`src/rtl/ecc33_pkg.sv`:
```
// ----------------------------------------------------------------------------
// ecc33_pkg
// Shared types and fixed-point constants for the ECC-33 received power core.
// ----------------------------------------------------------------------------
package ecc33_pkg;

	// signed Q16 dB quantity
	typedef logic signed [31:0] q16_t;

	// pipeline shape
	localparam int LOG_STAGES  = 4;
	localparam int PIPE_STAGES = 9;

	// field widths
	localparam int DIST_W  = 20;
	localparam int PWR_W   = 16;
	localparam int CFG_W   = 16;
	localparam int IDX_W   = 3;
	localparam int LOG_IN_W  = 24;
	localparam int LOG_OUT_W = 19;

	// configuration register indexes
	typedef enum logic [IDX_W-1:0] {
		CFG_MIN_DISTANCE = 3'd0,
		CFG_FREQUENCY    = 3'd1,
		CFG_TX_HEIGHT    = 3'd2,
		CFG_RX_HEIGHT    = 3'd3,
		CFG_MEDIUM_CITY  = 3'd4
	} cfg_idx_t;

	// log10(2) in Q30
	localparam logic [29:0] LOG10_2_Q30 = 30'd323228497;

	// model constants, Q16
	localparam q16_t C_AFS    = 32'sd6055526;
	localparam q16_t C_ABM    = 32'sd1337590;
	localparam q16_t C_ABM_D  = 32'sd644219;
	localparam q16_t C_ABM_F  = 32'sd517341;
	localparam q16_t C_ABM_FF = 32'sd626524;
	localparam q16_t C_GB_A   = 32'sd914751;  // includes the +1000 bias
	localparam q16_t C_GB_B   = 32'sd380109;
	localparam q16_t C_GR_A   = 32'sd2789868;
	localparam q16_t C_GR_B   = 32'sd897843;
	localparam q16_t C_GR_H   = 32'sd38339;
	localparam q16_t C_GR_OFF = 32'sd123994;
	localparam logic [15:0] C_GR_LIN = 16'd49742;
	// ceil(2^30 / 10), exact for numerators below 2^26
	localparam logic [26:0] RECIP_10 = 27'd107374183;

	// unit offsets: m to km, MHz to GHz, dm to m
	localparam q16_t OFS_DKM  = 32'sd275521;
	localparam q16_t OFS_FGHZ = 32'sd196608;
	localparam q16_t OFS_HB   = 32'sd216335;
	localparam q16_t OFS_HR   = 32'sd65536;

	// side information that travels with an item
	typedef struct packed {
		logic signed [PWR_W-1:0] tx;
		logic                    near;
		logic                    mode;
		logic [9:0]              rx_h;
	} side_t;

endpackage

```
`src/rtl/ecc33_log10.sv`:
```
// ----------------------------------------------------------------------------
// ecc33_log10
// Four-stage fixed-point log10 of a 24-bit integer, Q16 result.
// ----------------------------------------------------------------------------
module ecc33_log10 #(
	parameter int LOG_TABLE_DEPTH = 64
) (
	input  logic                                clk,
	input  logic [ecc33_pkg::LOG_STAGES-1:0]    en,
	input  logic [ecc33_pkg::LOG_IN_W-1:0]      x,
	output logic [ecc33_pkg::LOG_OUT_W-1:0]     y
);

	localparam int IDXW = $clog2(LOG_TABLE_DEPTH);
	localparam int TW   = $clog2(LOG_TABLE_DEPTH + 1);
	localparam int POSW = 24 + IDXW;

	// log2(1 + i/depth) in Q16, rounded to nearest
	function automatic logic [16:0] tab_entry(input int i);
		logic [63:0] m;
		logic [63:0] r;
		m = ((64'(LOG_TABLE_DEPTH) + 64'(i)) << 30) / 64'(LOG_TABLE_DEPTH);
		r = '0;
		for (int b = 0; b < 20; b++) begin
			m = (m * m) >> 30;
			r = {r[62:0], 1'b0};
			if (m >= (64'd2 << 30)) begin
				r[0] = 1'b1;
				m = m >> 1;
			end
		end
		if (i == LOG_TABLE_DEPTH) begin
			tab_entry = 17'd65536;
		end else begin
			tab_entry = 17'((r + 64'd8) >> 4);
		end
	endfunction

	logic [16:0] log_tab [LOG_TABLE_DEPTH+1];

	for (genvar g = 0; g <= LOG_TABLE_DEPTH; g++) begin : g_tab
		assign log_tab[g] = tab_entry(g);
	end

	// stage 1: leading one and normalized fraction
	logic [23:0] xn;
	logic [4:0]  p;
	logic [24:0] sh;
	logic [4:0]  p_s1;
	logic [23:0] f24_s1;

	always_comb begin
		xn = (x == '0) ? 24'd1 : x;
		p  = '0;
		for (int k = 0; k < 24; k++) begin
			if (xn[k]) p = 5'(k);
		end
		sh = {1'b0, xn} << (5'd24 - p);
	end

	always_ff @(posedge clk) begin
		if (en[0]) begin
			p_s1   <= p;
			f24_s1 <= sh[23:0];
		end
	end

	// stage 2: table position and lookup
	logic [POSW-1:0] pos;
	logic [IDXW-1:0] idx;
	logic [4:0]      p_s2;
	logic [16:0]     lo_s2;
	logic [16:0]     hi_s2;
	logic [23:0]     rem_s2;

	assign pos = POSW'(f24_s1) * POSW'(LOG_TABLE_DEPTH);
	assign idx = pos[POSW-1:24];

	always_ff @(posedge clk) begin
		if (en[1]) begin
			p_s2   <= p_s1;
			lo_s2  <= log_tab[TW'(idx)];
			hi_s2  <= log_tab[TW'(idx) + TW'(1)];
			rem_s2 <= pos[23:0];
		end
	end

	// stage 3: interpolation, log2 in Q16
	logic [40:0] fr;
	logic [20:0] l2_s3;

	assign fr = 41'(hi_s2 - lo_s2) * 41'(rem_s2);

	always_ff @(posedge clk) begin
		if (en[2]) begin
			l2_s3 <= {p_s2, 16'd0} + 21'(lo_s2) + 21'(fr[40:24]);
		end
	end

	// stage 4: scale to log10, rounded
	logic [49:0] sc;
	logic [ecc33_pkg::LOG_OUT_W-1:0] y_s4;

	assign sc = 50'(l2_s3) * 50'(ecc33_pkg::LOG10_2_Q30) + (50'd1 << 29);

	always_ff @(posedge clk) begin
		if (en[3]) begin
			y_s4 <= sc[48:30];
		end
	end

	assign y = y_s4;

endmodule

```
`config.mk`:
```
export PLATFORM = sky130hd
export DESIGN_NAME = ecc33_log10
export DESIGN_NICKNAME = d
export VERILOG_FILES = /design/src/rtl/ecc33_pkg.sv /design/src/rtl/ecc33_log10.sv
export SDC_FILE = /design/constraint.sdc
export NUM_CORES = 2
export LEC_CHECK = 0
export BUFFER_PORTS_ARGS = -buffer_cell sky130_fd_sc_hd__clkbuf_2
export CELL_PAD_IN_SITES_DETAIL_PLACEMENT = 0
export CELL_PAD_IN_SITES_GLOBAL_PLACEMENT = 2
export CORE_AREA = 2 2 272 274
export DETAILED_ROUTE_END_ITERATION = 6
export DIE_AREA = 0 0 274 276
export PLACE_DENSITY = 0.88
export SLEW_MARGIN = 0
export SYNTH_ARGS = -nofsm -noshare
export SYNTH_HDL_FRONTEND = slang
export SYNTH_SLANG_ARGS = --single-unit
```
`constraint.sdc`:
```
create_clock -name clk -period 8.6 [get_ports clk]
set_input_delay 0.86 -clock clk [delete_from_list [all_inputs] [get_ports clk]]
set_output_delay 0.86 -clock clk [all_outputs]
set_load 0.005 [all_outputs]
```
==> flow_summary.toml <==
[final_layout]
multi_input_area_mm2 = 0.0223
seq_area_mm2 = 0.00375
n_antenna_cell = 0
final_layout_size_suffix_gt1_frac = 0.154
layout.nets = 4084
syn_to_final_growth_pct = 15.9
fillers = 7102

[synthesis]
netlist_area_mm2 = 0.0282
synth_top_cell_area_share = 0.317
netlist_instances = 3039
synth.distinct_cells = 75
synth-seq-cells = 125
synthArstFlopShare = 0
synthesis.nets = 3871
synth_common_cells = "inv_1, fa_1, ha_1, nand2_1, and2_1"
synth.yosys.warnings = 0
ys_seq_area_frac = 0.133
yosysMostFrequentCell = "inv_1"
synth_area_per_cell_um2 = 9.28
yosys.area.top_type = "fa_1"
yosys-top-cells-area = "fa_1, ha_1, edfxtp_1, inv_1, nand2_1"
synth-main-ff-cell = "edfxtp_1"
synth-edff-count = 125

[worst_setup_path]
cpPeakStageDelay_ns = 0.55
end_kind = "register"
cpMostUsedCell = "fa_1"
crit_type = "reg -> reg"
worst_ep_arrival_time_ns = 9.30
start_kind = "register"
cp_slowest_cell = "fa_1"
required_ns = 8.82
path_max_fanout = 5

[timing]
drv_slew = 0
fin_ws_ns = -0.471
rsz0062_at_grt = "true"
fin_crit_sh = 1.05
hold_viol = 0
finalCriticalPeriod_ns = 9.07
setup_viol = 11
skew_ns = 0.0162
fmax_ghz = 0.110
timing_worst_slew_pin_value_ns = 0.829
finalSetupTns_ns = -3.66
slew_headroom = 0.447

[flow_run]
max_cap_violations = 0

[global_route]
antenna_found_initial = 0
grt_pass1_wl_um = 123000
track_usage = 0.207
grt_pass1_vias = 22216
grt_max_degree = 74
overflow = 0

[placed_design]
gp_congestion = 0.880
hpwl_um = 61700
dpl_worst_slack_ns = -0.885
port_buffers = 47

[clocking]
cts-root-buf = "clkbuf_16"
cts_buffers = 17
cts-htree-levels = 4
cts_tree = "yes"
clk_latency_ns = 0.49
clock-sinks = 125
clk_pin_slew_worst_paths_ns = 0.06
cts_buffer_depth = 2

[floorplan]
die_y_um = 276
core-area_mm2 = 0.0726
die-area_mm2 = 0.0756
ios = 48
initial_utilization = 0.389
die_x_um = 274
fp-row-count = 99

[drt]
vias_per_cell = 5.09
drtPass1Iterations = 5
wl_per_cell_um = 17.9
routed_wl_um = 75600
drc = 0
via_count = 21492
drt_iter0_markers = 1250
postRouteAntennaNets = 0

[status]
violations = "setup timing"
status = "finished, violations left"

[min_path]
holdCritPathClass = "reg -> reg"
==> path summary, 6_finish.rpt <==
path         cells after the start              endpoint                     from  slack [ns]
min                              0  rem_s2[10]$_DFFE_PP_  f24_s1[4]$_SDFFCE_PP0P_        0.42
max                             40   l2_s3[20]$_DFFE_PP_       lo_s2[0]$_DFFE_PP_       -0.47
max reg2reg                     40   l2_s3[20]$_DFFE_PP_       lo_s2[0]$_DFFE_PP_       -0.47
min reg2reg                      0  rem_s2[10]$_DFFE_PP_  f24_s1[4]$_SDFFCE_PP0P_        0.42
==> layout make-up <==
class	instances	area share
Tap cell	959	0.0367
Clock inverter	14	0.00711
Timing Repair Buffer	316	0.0740
Clock buffer	17	0.0130
Multi-Input combinational cell	2156	0.681
Inverter	636	0.0731
Sequential cell	125	0.115
==> cell usage in the layout (no fill, tap or decap), types with 47 or more instances in the layout <==
cell type / synthesis / final
nor2_1: 122 / 117
nand2_1: 266 / 264
fa_1: 447 / 438
a21oi_1: 127 / 111
clkbuf_2: 0 / 47
xnor2_1: 69 / 56
o21ai_0: 112 / 102
inv_1: 632 / 621
edfxtp_1: 125 / 125
and2_1: 155 / 142
buf_4: 0 / 251
ha_1: 356 / 339
==> state kept, by name (all words and copies together) (netlist names) <==
name	cells
y	19
f24_s1	24
hi_s2	17
rem_s2	18
l2_s3	21
p_s1	5
lo_s2	16
p_s2	5
==> worst max-delay path: cells and delay by family, from the launching register on <==
| family | cells | cell delay, ns |
|---|---|---|
| AO/OA/AOI/OAI | 17 | 3.37 |
| XOR/XNOR | 1 | 0.08 |
| adder cells (fa/ha/maj) | 9 | 3.58 |
| buffers and inverters | 7 | 0.63 |
| flip-flops | 1 | 0.43 |
| AND/OR/NAND/NOR | 6 | 0.74 |
==> logic make-up after synthesis <==
group | count (synthesis) | synth area share
DFF | 125 | 0.133
AOI/OAI and AO/OA | 491 | 0.113
adders and majority gates | 807 | 0.476
buffers and inverters | 758 | 0.101
muxes | 43 | 0.0242
and+or+nand+nor | 724 | 0.124
xor gates and xnor gates | 91 | 0.0285
==> per-stage QoR <==
step,hold WS (ns),util,instance area (um2),std cells
detailed placement,0.405,0.432,31400,4164
finish,0.415,0.451,32700,4223
CTS,0.419,0.448,32500,4214
global placement,0.401,0.432,31400,4164
floorplan,0.400,-,28500,3039
global route,0.427,0.451,32700,4223
==> per-layer routing <==
metal,GRT usage,up-vias,wire length (um)
li1,-,10287,-
met1,0.290,10602,34100
met2,0.335,510,36100
met3,0.0268,93,3590
met4,0.0560,0,1770
met5,0,-,0
==> what timing repair did <==
action | CTS | global route
resized for setup | 78 | 27
hold buffers | 0 | 0
pin swaps | 99 | 45
cloned | 1 | 0
buffers inserted | 19 | 10
setup endpoints to repair | 15 | 16
Power is left out: the tool's default activity adds up to more than one toggle a clock period on the data nets, which glitch-free logic cannot reach.
